## src/rtl/core/chtl_pkg.sv

```systemverilog
// shared types, constants and helpers for the cascaded trend lowpass
package chtl_pkg;

  localparam int STAGES      = 8;
  localparam int STAGE_W     = $clog2(STAGES);
  localparam int SAMPLE_BITS = 24;
  localparam int STATE_W     = 32;
  localparam int OPND_W      = STATE_W + 1;
  localparam int COEF_W      = 18;
  localparam int ACC_W       = OPND_W + COEF_W + 2;
  localparam int CNT_W       = $clog2(COEF_W);
  localparam int CFG_DATA_W  = 17;
  localparam int CFG_IDX_W   = 3;
  localparam int DEPTH_W     = 16;
  localparam int WEIGHT_W    = 13;

  localparam logic signed [COEF_W-1:0] COEF_ONE  = 18'sd65536;
  localparam logic signed [COEF_W-1:0] COEF_C999 = 18'sd65470;
  localparam logic [WEIGHT_W-1:0]      DEPTH_ONE = 13'd4096;

  typedef enum logic [CFG_IDX_W-1:0] {
    REG_ALPHA = 3'd0,
    REG_BETA  = 3'd1,
    REG_DEPTH = 3'd2,
    REG_GAIN  = 3'd3,
    REG_WET   = 3'd4
  } reg_idx_t;

  typedef struct packed {
    logic [16:0]        alpha;
    logic [16:0]        beta;
    logic [DEPTH_W-1:0] depth;
    logic [16:0]        gain;
    logic [16:0]        wet;
  } cfg_t;

  typedef struct packed {
    logic                     start;
    logic                     frac12;
    logic signed [OPND_W-1:0] a1;
    logic signed [OPND_W-1:0] a2;
    logic signed [COEF_W-1:0] c1;
    logic signed [COEF_W-1:0] c2;
  } mac_req_t;

  typedef struct packed {
    logic                      done;
    logic signed [STATE_W-1:0] result;
  } mac_rsp_t;

  // engagement of one stage, clamped to 0..1.0 in Q12
  function automatic logic [WEIGHT_W-1:0] stage_weight(input logic [DEPTH_W-1:0] depth,
                                                       input logic [STAGE_W-1:0] idx);
    logic signed [DEPTH_W+1:0] w;
    w = $signed({2'b00, depth}) - $signed({{(DEPTH_W+2-STAGE_W-12){1'b0}}, idx, 12'b0});
    if (w <= 0) begin
      return '0;
    end else if (w > $signed({{(DEPTH_W+2-WEIGHT_W){1'b0}}, DEPTH_ONE})) begin
      return DEPTH_ONE;
    end else begin
      return w[WEIGHT_W-1:0];
    end
  endfunction

endpackage

```

## src/rtl/core/chtl_in_if.sv

```systemverilog
// input sample channel
interface chtl_in_if;
  logic                                  valid;
  logic                                  ready;
  logic signed [chtl_pkg::SAMPLE_BITS-1:0] sample_in;

  modport source (output valid, output sample_in, input ready);
  modport sink   (input valid, input sample_in, output ready);
endinterface

```

## src/rtl/core/chtl_out_if.sv

```systemverilog
// output sample channel
interface chtl_out_if;
  logic                                  valid;
  logic                                  ready;
  logic signed [chtl_pkg::SAMPLE_BITS-1:0] sample_out;

  modport source (output valid, output sample_out, input ready);
  modport sink   (input valid, input sample_out, output ready);
endinterface

```

## src/rtl/core/chtl_cfg.sv

```systemverilog
// configuration register bank with coefficient clamping
module chtl_cfg (
  input  logic                               clk,
  input  logic                               rst,
  input  logic                               cfg_we,
  input  logic [chtl_pkg::CFG_IDX_W-1:0]     cfg_index,
  input  logic [chtl_pkg::CFG_DATA_W-1:0]    cfg_data,
  output chtl_pkg::cfg_t                     cfg
);
  import chtl_pkg::*;

  logic [16:0]        alpha;
  logic [16:0]        beta;
  logic [DEPTH_W-1:0] depth;
  logic [16:0]        gain;
  logic [16:0]        wet;

  always_ff @(posedge clk) begin
    if (rst) begin
      alpha <= 17'd65536;
      beta  <= 17'd2492;
      depth <= 16'd4096;
      gain  <= 17'd65536;
      wet   <= 17'd65536;
    end else if (cfg_we) begin
      case (cfg_index)
        REG_ALPHA: alpha <= cfg_data;
        REG_BETA:  beta  <= cfg_data;
        REG_DEPTH: depth <= cfg_data[DEPTH_W-1:0];
        REG_GAIN:  gain  <= cfg_data;
        REG_WET:   wet   <= cfg_data;
        default: begin
        end
      endcase
    end
  end

  // coefficients above one act as one
  always_comb begin
    cfg.alpha = (alpha > 17'd65536) ? 17'd65536 : alpha;
    cfg.beta  = (beta > 17'd65536) ? 17'd65536 : beta;
    cfg.depth = depth;
    cfg.gain  = gain;
    cfg.wet   = wet;
  end

endmodule

```

## src/rtl/core/chtl_mac.sv

```systemverilog
// bit-serial dual multiply-accumulate with rounding shift and 32-bit saturation
module chtl_mac (
  input  logic                clk,
  input  logic                rst,
  input  chtl_pkg::mac_req_t  req,
  output chtl_pkg::mac_rsp_t  rsp
);
  import chtl_pkg::*;

  localparam logic signed [ACC_W-1:0] SAT_HI = (ACC_W)'(64'sd2147483647);
  localparam logic signed [ACC_W-1:0] SAT_LO = -(ACC_W)'(64'sd2147483648);

  logic                     busy;
  logic                     post;
  logic                     done;
  logic [CNT_W-1:0]         cnt;
  logic                     frac12;
  logic signed [OPND_W-1:0] a1;
  logic signed [OPND_W-1:0] a2;
  logic [COEF_W-1:0]        c1sh;
  logic [COEF_W-1:0]        c2sh;
  logic signed [ACC_W-1:0]  acc;
  logic signed [ACC_W-1:0]  acc_next;
  logic signed [ACC_W-1:0]  t1;
  logic signed [ACC_W-1:0]  t2;
  logic signed [ACC_W-1:0]  r16;
  logic signed [ACC_W-1:0]  r12;
  logic signed [ACC_W-1:0]  rsel;
  logic signed [STATE_W-1:0] result;

  // msb first, the sign bit carries negative weight
  always_comb begin
    t1 = c1sh[COEF_W-1] ? {{(ACC_W-OPND_W){a1[OPND_W-1]}}, a1} : '0;
    t2 = c2sh[COEF_W-1] ? {{(ACC_W-OPND_W){a2[OPND_W-1]}}, a2} : '0;
    if (cnt == CNT_W'(COEF_W-1)) begin
      acc_next = '0 - t1 - t2;
    end else begin
      acc_next = (acc <<< 1) + t1 + t2;
    end
  end

  always_comb begin
    r16  = (acc + (ACC_W)'(64'sd32768)) >>> 16;
    r12  = (acc + (ACC_W)'(64'sd2048)) >>> 12;
    rsel = frac12 ? r12 : r16;
  end

  always_ff @(posedge clk) begin
    if (rst) begin
      busy <= 1'b0;
      post <= 1'b0;
      done <= 1'b0;
      cnt  <= '0;
    end else begin
      done <= 1'b0;
      if (req.start && !busy && !post) begin
        busy   <= 1'b1;
        cnt    <= CNT_W'(COEF_W-1);
        frac12 <= req.frac12;
        a1     <= req.a1;
        a2     <= req.a2;
        c1sh   <= req.c1;
        c2sh   <= req.c2;
      end else if (busy) begin
        acc  <= acc_next;
        c1sh <= c1sh << 1;
        c2sh <= c2sh << 1;
        cnt  <= cnt - CNT_W'(1);
        if (cnt == '0) begin
          busy <= 1'b0;
          post <= 1'b1;
        end
      end else if (post) begin
        post <= 1'b0;
        done <= 1'b1;
        if (rsel > SAT_HI) begin
          result <= 32'sh7FFFFFFF;
        end else if (rsel < SAT_LO) begin
          result <= 32'sh80000000;
        end else begin
          result <= rsel[STATE_W-1:0];
        end
      end
    end
  end

  assign rsp.done   = done;
  assign rsp.result = result;

endmodule

```

## src/rtl/core/cascaded_holt_trend_lowpass.sv

```systemverilog
// cascaded trend-smoothing lowpass, top level with stage sequencer
//
// channel  | dir | payload           | handshake
// in_ch    | in  | sample_in  s24    | valid/ready
// out_ch   | out | sample_out s24    | valid/ready
// cfg      | in  | cfg_index, data17 | cfg_we, no wait
//
// each mac pass goes through the shared bit-serial mac unit:
// 2 passes per full stage, 3 for a partly engaged one, one each for gain and
// dry/wet below unity, none for a bypassed one
// the result waits in the output register; a new request is taken meanwhile
// reset clears the control registers and the per-stage sample and trend state
module cascaded_holt_trend_lowpass (
  input  logic                            clk,
  input  logic                            rst,
  chtl_in_if.sink                         in_ch,
  chtl_out_if.source                      out_ch,
  input  logic                            cfg_we,
  input  logic [chtl_pkg::CFG_IDX_W-1:0]  cfg_index,
  input  logic [chtl_pkg::CFG_DATA_W-1:0] cfg_data
);
  import chtl_pkg::*;

  typedef enum logic [6:0] {
    S_IDLE  = 7'b0000001,
    S_TREND = 7'b0000010,
    S_YOUT  = 7'b0000100,
    S_BLEND = 7'b0001000,
    S_GAIN  = 7'b0010000,
    S_WET   = 7'b0100000,
    S_OUT   = 7'b1000000
  } state_t;

  state_t                        state;
  logic                          pend;
  logic [STAGE_W-1:0]            stage;
  logic signed [SAMPLE_BITS-1:0] dry;
  logic signed [STATE_W-1:0]     x;
  logic signed [STATE_W-1:0]     prev_y;
  logic signed [STATE_W-1:0]     y;
  logic signed [STATE_W-1:0]     trend;
  logic signed [STATE_W-1:0]     samp [STAGES];
  logic signed [STATE_W-1:0]     trnd [STAGES];
  logic                          out_valid;
  logic signed [SAMPLE_BITS-1:0] out_sample;

  cfg_t                          cfg;
  mac_req_t                      mac_req;
  mac_rsp_t                      mac_rsp;
  logic [WEIGHT_W-1:0]           wcur;
  logic [WEIGHT_W-1:0]           wnext;
  logic [STAGE_W-1:0]            stage_inc;
  logic                          last_stage;
  logic signed [STATE_W-1:0]     ps;
  logic signed [STATE_W-1:0]     pt;
  logic signed [STATE_W-1:0]     other;
  logic signed [SAMPLE_BITS-1:0] x_sat;

  chtl_cfg u_cfg (
    .clk       (clk),
    .rst       (rst),
    .cfg_we    (cfg_we),
    .cfg_index (cfg_index),
    .cfg_data  (cfg_data),
    .cfg       (cfg)
  );

  chtl_mac u_mac (
    .clk (clk),
    .rst (rst),
    .req (mac_req),
    .rsp (mac_rsp)
  );

  assign wcur       = stage_weight(cfg.depth, stage);
  assign stage_inc  = stage + STAGE_W'(1);
  assign last_stage = (stage == STAGE_W'(STAGES-1));
  assign wnext      = stage_weight(cfg.depth, stage_inc);
  assign ps         = samp[stage];
  assign pt         = trnd[stage];
  assign other      = (stage == '0) ? STATE_W'(dry) : prev_y;

  always_comb begin
    if (x > STATE_W'(32'sd8388607)) begin
      x_sat = 24'sh7FFFFF;
    end else if (x < -STATE_W'(32'sd8388608)) begin
      x_sat = 24'sh800000;
    end else begin
      x_sat = x[SAMPLE_BITS-1:0];
    end
  end

  // operand selection for the shared mac
  always_comb begin
    mac_req.start  = 1'b0;
    mac_req.frac12 = 1'b0;
    mac_req.a1     = '0;
    mac_req.a2     = '0;
    mac_req.c1     = '0;
    mac_req.c2     = '0;
    case (state)
      S_TREND: begin
        mac_req.start = !pend;
        mac_req.a1    = OPND_W'(x) - OPND_W'(ps);
        mac_req.a2    = OPND_W'(pt);
        mac_req.c1    = $signed({1'b0, cfg.beta});
        mac_req.c2    = COEF_C999 - $signed({1'b0, cfg.beta});
      end
      S_YOUT: begin
        mac_req.start = !pend;
        mac_req.a1    = OPND_W'(x);
        mac_req.a2    = OPND_W'(ps) + OPND_W'(pt);
        mac_req.c1    = $signed({1'b0, cfg.alpha});
        mac_req.c2    = COEF_C999 - $signed({1'b0, cfg.alpha});
      end
      S_BLEND: begin
        mac_req.start  = !pend;
        mac_req.frac12 = 1'b1;
        mac_req.a1     = OPND_W'(y);
        mac_req.a2     = OPND_W'(other);
        mac_req.c1     = $signed({(COEF_W-WEIGHT_W)'(0), wcur});
        mac_req.c2     = $signed({(COEF_W-WEIGHT_W)'(0), DEPTH_ONE - wcur});
      end
      S_GAIN: begin
        mac_req.start = !pend && !cfg.gain[16];
        mac_req.a1    = OPND_W'(x);
        mac_req.c1    = $signed({1'b0, cfg.gain});
      end
      S_WET: begin
        mac_req.start = !pend && !cfg.wet[16];
        mac_req.a1    = OPND_W'(x);
        mac_req.a2    = OPND_W'(dry);
        mac_req.c1    = $signed({1'b0, cfg.wet});
        mac_req.c2    = COEF_ONE - $signed({1'b0, cfg.wet});
      end
      default: begin
      end
    endcase
  end

  always_ff @(posedge clk) begin
    if (rst) begin
      state     <= S_IDLE;
      pend      <= 1'b0;
      stage     <= '0;
      out_valid <= 1'b0;
      for (int i = 0; i < STAGES; i++) begin
        samp[i] <= '0;
        trnd[i] <= '0;
      end
    end else begin
      if (out_valid && out_ch.ready && state != S_OUT) begin
        out_valid <= 1'b0;
      end
      if (mac_req.start) begin
        pend <= 1'b1;
      end
      case (state)
        S_IDLE: begin
          if (in_ch.valid) begin
            dry   <= in_ch.sample_in;
            x     <= STATE_W'(in_ch.sample_in);
            stage <= '0;
            state <= (stage_weight(cfg.depth, '0) != '0) ? S_TREND : S_GAIN;
          end
        end
        S_TREND: begin
          if (mac_rsp.done) begin
            pend  <= 1'b0;
            trend <= mac_rsp.result;
            state <= S_YOUT;
          end
        end
        S_YOUT: begin
          if (mac_rsp.done) begin
            pend        <= 1'b0;
            y           <= mac_rsp.result;
            samp[stage] <= mac_rsp.result;
            trnd[stage] <= trend;
            if (wcur == DEPTH_ONE) begin
              x      <= mac_rsp.result;
              prev_y <= mac_rsp.result;
              if (last_stage || wnext == '0) begin
                state <= S_GAIN;
              end else begin
                stage <= stage_inc;
                state <= S_TREND;
              end
            end else begin
              state <= S_BLEND;
            end
          end
        end
        S_BLEND: begin
          if (mac_rsp.done) begin
            pend   <= 1'b0;
            x      <= mac_rsp.result;
            prev_y <= y;
            state  <= S_GAIN;
          end
        end
        S_GAIN: begin
          if (cfg.gain[16]) begin
            state <= S_WET;
          end else if (mac_rsp.done) begin
            pend  <= 1'b0;
            x     <= mac_rsp.result;
            state <= S_WET;
          end
        end
        S_WET: begin
          if (cfg.wet[16]) begin
            state <= S_OUT;
          end else if (mac_rsp.done) begin
            pend  <= 1'b0;
            x     <= mac_rsp.result;
            state <= S_OUT;
          end
        end
        S_OUT: begin
          if (!out_valid || out_ch.ready) begin
            out_valid  <= 1'b1;
            out_sample <= x_sat;
            state      <= S_IDLE;
          end
        end
        default: begin
          state <= S_IDLE;
        end
      endcase
    end
  end

  assign in_ch.ready       = (state == S_IDLE);
  assign out_ch.valid      = out_valid;
  assign out_ch.sample_out = out_sample;

  a_done_pending: assert property (@(posedge clk) disable iff (rst)
    mac_rsp.done |-> pend)
    else $error("mac result without a pending pass");

  a_accept_next: assert property (@(posedge clk) disable iff (rst)
    (in_ch.valid && in_ch.ready) |=> (state == S_TREND || state == S_GAIN))
    else $error("request accepted without starting work");

  a_out_hold: assert property (@(posedge clk) disable iff (rst)
    (state == S_OUT && out_valid && !out_ch.ready) |=> (state == S_OUT))
    else $error("result overwrote a waiting output");

endmodule
```

## src/flat_wrapper.sv

```systemverilog
// flat-port wrapper written by rule: the top's interface ports become plain ports
module cascaded_holt_trend_lowpass_flat import chtl_pkg::*;
  (clk, rst, cfg_we, cfg_index, cfg_data, in_ch_valid, in_ch_sample_in, in_ch_ready, out_ch_valid, out_ch_sample_out, out_ch_ready);
  chtl_in_if in_ch_i ();
  chtl_out_if out_ch_i ();
  input  logic clk;
  input  logic rst;
  input  logic cfg_we;
  input  logic [chtl_pkg::CFG_IDX_W-1:0] cfg_index;
  input  logic [chtl_pkg::CFG_DATA_W-1:0] cfg_data;
  input wire logic [$bits(in_ch_i.valid)-1:0] in_ch_valid;
  input wire logic [$bits(in_ch_i.sample_in)-1:0] in_ch_sample_in;
  output wire logic [$bits(in_ch_i.ready)-1:0] in_ch_ready;
  output wire logic [$bits(out_ch_i.valid)-1:0] out_ch_valid;
  output wire logic [$bits(out_ch_i.sample_out)-1:0] out_ch_sample_out;
  input wire logic [$bits(out_ch_i.ready)-1:0] out_ch_ready;
  assign in_ch_i.valid = in_ch_valid;
  assign in_ch_i.sample_in = in_ch_sample_in;
  assign in_ch_ready = in_ch_i.ready;
  assign out_ch_valid = out_ch_i.valid;
  assign out_ch_sample_out = out_ch_i.sample_out;
  assign out_ch_i.ready = out_ch_ready;
  cascaded_holt_trend_lowpass u_core (.clk(clk), .rst(rst), .in_ch(in_ch_i), .out_ch(out_ch_i), .cfg_we(cfg_we), .cfg_index(cfg_index), .cfg_data(cfg_data));
endmodule
```

## config.mk

```make
export PLATFORM = sky130hd
export DESIGN_NAME = cascaded_holt_trend_lowpass_flat
export DESIGN_NICKNAME = d
export VERILOG_FILES = /design/src/rtl/core/chtl_pkg.sv /design/src/rtl/core/chtl_in_if.sv /design/src/rtl/core/chtl_out_if.sv /design/src/rtl/core/chtl_cfg.sv /design/src/rtl/core/chtl_mac.sv /design/src/rtl/core/cascaded_holt_trend_lowpass.sv /design/src/flat_wrapper.sv
export SDC_FILE = /design/constraint.sdc
export NUM_CORES = 2
export LEC_CHECK = 0
export ABC_AREA = 1
export BUFFER_PORTS_ARGS = -buffer_cell sky130_fd_sc_hd__buf_2
export CORE_ASPECT_RATIO = 1.5
export CORE_MARGIN = 2
export CORE_UTILIZATION = 64
export CTS_BUF_LIST = sky130_fd_sc_hd__clkbuf_16
export DETAILED_ROUTE_END_ITERATION = 6
export PLACE_DENSITY_LB_ADDON = 0.05
export SYNTH_ARGS = -nofsm -noshare
export SYNTH_HDL_FRONTEND = slang
export SYNTH_SLANG_ARGS = --single-unit
```

## constraint.sdc

```tcl
create_clock -name clk -period 9 [get_ports clk]
set_clock_uncertainty 0.1 [all_clocks]
set_input_delay 1.8 -clock clk [delete_from_list [all_inputs] [get_ports clk]]
set_output_delay 1.8 -clock clk [all_outputs]
set_load 0.03 [all_outputs]
```

==> qor.txt <==
run status -> finished, violations left
failing checks -> DRC
met2 wire length -> 92060 um
actual slew at the worst max-slew pin -> 1368 ps
count of boundary I/O pins -> 75
clk sink count -> 983
dominant cells by area after synthesis -> edfxtp_1, nor2_1, nand2_1, o21ai_0, ha_1
total length of routed met3 wires -> 19760 um
CP max FO -> 132
RSZ-0062 raised after global routing -> false
sequential fraction of the synthesis area -> 0.5109
Post-CTS Repair Setup Buffers -> 0
synthesized-area fraction occupied by ao, oa, aoi and oai cells -> 0.1433
number of buffers on the longest clock path -> 3
post-layout min period -> 5948 ps
Die Y-Extent -> 365.3 um
Final nets -> 6698
length of routed wiring on met1 -> 62320 um
Crit Path Class -> flop to flop
maximum number of pins on one net before global-route repair -> 203
top-area cell type share of the netlist area -> 0.4724
highest clock frequency the design can meet -> 168.1 MHz
top_reg_cell synth -> edfxtp_1
post-synthesis share of cell area spent on full adders, half adders and majority gates -> 0.06521
first-pass detailed-route iteration total -> 7
number of enable-type register cells in the synthesized netlist -> 876
Core Box Area -> 86210 um2
number of buffers inserted during clock tree synthesis -> 90
data required time at the worst endpoint -> 9330 ps
wire length per cell -> 25.62 um
Site Rows -> 132
wire length of the first global-routing pass -> 283900 um
final critical-path setup slack -> 3052 ps
hold slack final -> 354.2 ps
H-tree levels -> 3
clock tree from TritonCTS -> yes
final slew viol count -> 0
proportion of layout cells with a drive suffix above 1 -> 0.05445
# port buffers -> 74
Netlist Area Pre-Place -> 55680 um2
number of nets produced by synthesis -> 6755
synth warn -> 0
Power Density -> 315.1 nW/um2
number of vias per cell after detailed routing -> 6.311
final HPWL from detailed placement -> 139300 um
category of the worst setup path capture point -> flop
most numerous cell types in the synthesized netlist -> nor2_1, nand2_1, edfxtp_1, o21ai_0, inv_1
normalized max-slew margin -> 0.07866
Final setup viols -> 0
number of standard cells after synthesis -> 6450
Starting Density -> 0.6459
vias in the first global route -> 46380
synth-to-layout area growth -> 7.361%
main combinational cell family by area after synthesis -> simple AND/OR/NAND/NOR gates
final RePlAce weighted congestion -> 1.059
Setup TNS Final -> 0 ps
number of antenna violations at the first check in global routing -> 5
clock tree root buffer cell -> clkbuf_16
worst slack at placement -> 3277 ps
most repeated cell in the gate-level netlist after synthesis -> nor2_1
Hold Vio Cnt, Final -> 0
Critical Path Source Type -> flop
Post-Synth Simple-Gate Area -> 0.2032
violation count after the first detailed-route iteration -> 5848
floorplan die area -> 89430 um2
largest voltage drop on the vdd net -> 281.2 uV
Total GRT Usage -> 0.4321
share of the synthesized netlist area taken by xor and xnor gates -> 0.01303
Worst-path clk slew -> 70 ps
syn_area_per_cell -> 8.633 um2
routed vias -> 48020
hold buffer count at CTS -> 0
ratio of final minimum period to clock period -> 0.6608
top layer reached by signal wires -> met5
synth unique cells -> 61
number of synthesized register bits -> 983
x dimension of the die -> 244.8 um
Pleak -> 24.70 nW
number of filler cells placed in the layout -> 6797
total of max-cap violations -> 0
aggregate routed wire length -> 194900 um
Hold Startpoint -> u_core.u_cfg.gain[10]
clock latency on the worst-skew pair -> 710 ps
grt ovf -> 0
number of cells upsized or downsized after cts -> 0
post-synthesis cell type with the largest combined area -> edfxtp_1
multiplexer share of the synthesized area -> 0.0001798
antenna viol nets, final -> 0
Hold Crit Class -> flop to flop
area taken by flip-flops and latches -> 28450 um2
share of synthesized registers carrying an async set or reset -> 0
number of DRC violations after detailed routing -> 1
arrival time at the worst endpoint -> 6270 ps
area of the multi-input gates -> 23850 um2
report_power, final:
group | total, mW | switching (mW) | internal, mW | leakage [nW]
combinational | 9.45 | 6.75 | 2.70 | 13.8
clock | 3.78 | 1.81 | 1.98 | 1.42
sequential | 5.60 | 0.261 | 5.34 | 9.47
cells in the final DEF, fill, tap and decap left out, types with 12 or more instances in the layout:
cell,instances
edfxtp_1,876
nand2_1,1077
o21ai_0,707
o21a_1,51
buf_2,74
buf_4,50
a31oi_1,34
nand2_4,16
xor2_1,57
inv_1,612
clkinv_1,64
o21bai_1,27
nand4_1,81
or2_2,30
o211ai_1,28
clkbuf_16,91
xnor2_1,24
o221ai_1,42
fa_1,57
nor3_1,43
nor2_1,1219
ha_1,199
dfxtp_1,105
a21oi_1,331
nand3_1,253
a21o_1,19
a21boi_0,15
o2111ai_1,12
o22ai_1,113
metal layers:
layer  up-vias  global-route usage
met4         4              0.3833
met2      2923              0.7151
met5         -                   0
met1     22500              0.4708
li1      21870                   -
met3       726             0.08996
sequential cells by signal (all words and copies together), names as in the netlist, 24 cells and up, named ones only:
signal	count
u_core.samp	256
u_core.trnd	256
u_core.u_mac.acc	53
u_core.u_mac.a1	33
u_core.u_mac.a2	33
u_core.prev_y	32
u_core.trend	32
u_core.u_mac.result	32
u_core.x	32
u_core.y	32
u_core.dry	24
u_core.out_ch.sample_out	24
worst max-delay path, cell delays in order (launching register included):
cell and delay [ps]:
dfxtp_4 550, inv_6 730, buf_4 600, o21ai_0 140, o22ai_1 140, nand2_1 60
o21ai_0 520, fa_1 380, nand2_1 80, nand3_1 70, o21ai_0 130, o21ai_0 460
inv_1 70, o21ai_0 810, a21oi_1 170, o21ai_0 260, a21oi_1 90, o21ai_0 120
nand4_1 120
cell families (layout without fill, tap and decap cells):
kind of cell    count (synthesis)  in the layout
buf+inv                       924            939
xor+xnor                       82             82
flops                         983            983
compound gates               1422           1422
mux                             1              1
other cells                     0              6
simple gates                 2782           2782
fa+ha+maj                     256            256
per-stage QoR:
stage	cell area (um2)	total power, mW	instances	util
after floorplan	55680	11.52	6450	-
after global placement	56950	14.58	7440	0.6606
after detailed placement	56950	14.67	7440	0.6606
after CTS	59760	18.43	7604	0.6932
after global routing	59760	19.67	7604	0.6932
final	59780	18.84	7610	0.6934
layout make-up:
cell class	instances	area share
Antenna cell	6	0.0002512
Timing Repair Buffer	125	0.01281
Tap cell	1139	0.02384
Inverter	650	0.04098
Multi-Input combinational cell	4543	0.3990
Clock inverter	73	0.009000
Sequential cell	983	0.4760
Clock buffer	91	0.03809
worst paths after layout:
check / to / slack, ps / depth (start not counted)
setup / recovery: u_core.u_mac.a2[20] / 3050 / 18
hold / removal: u_core.u_cfg.gain[10] / 350 / 2
setup reg to reg: u_core.u_mac.a2[20] / 3050 / 18
hold reg to reg: u_core.u_cfg.gain[10] / 350 / 2
Power figures use the tool's default switching activity.
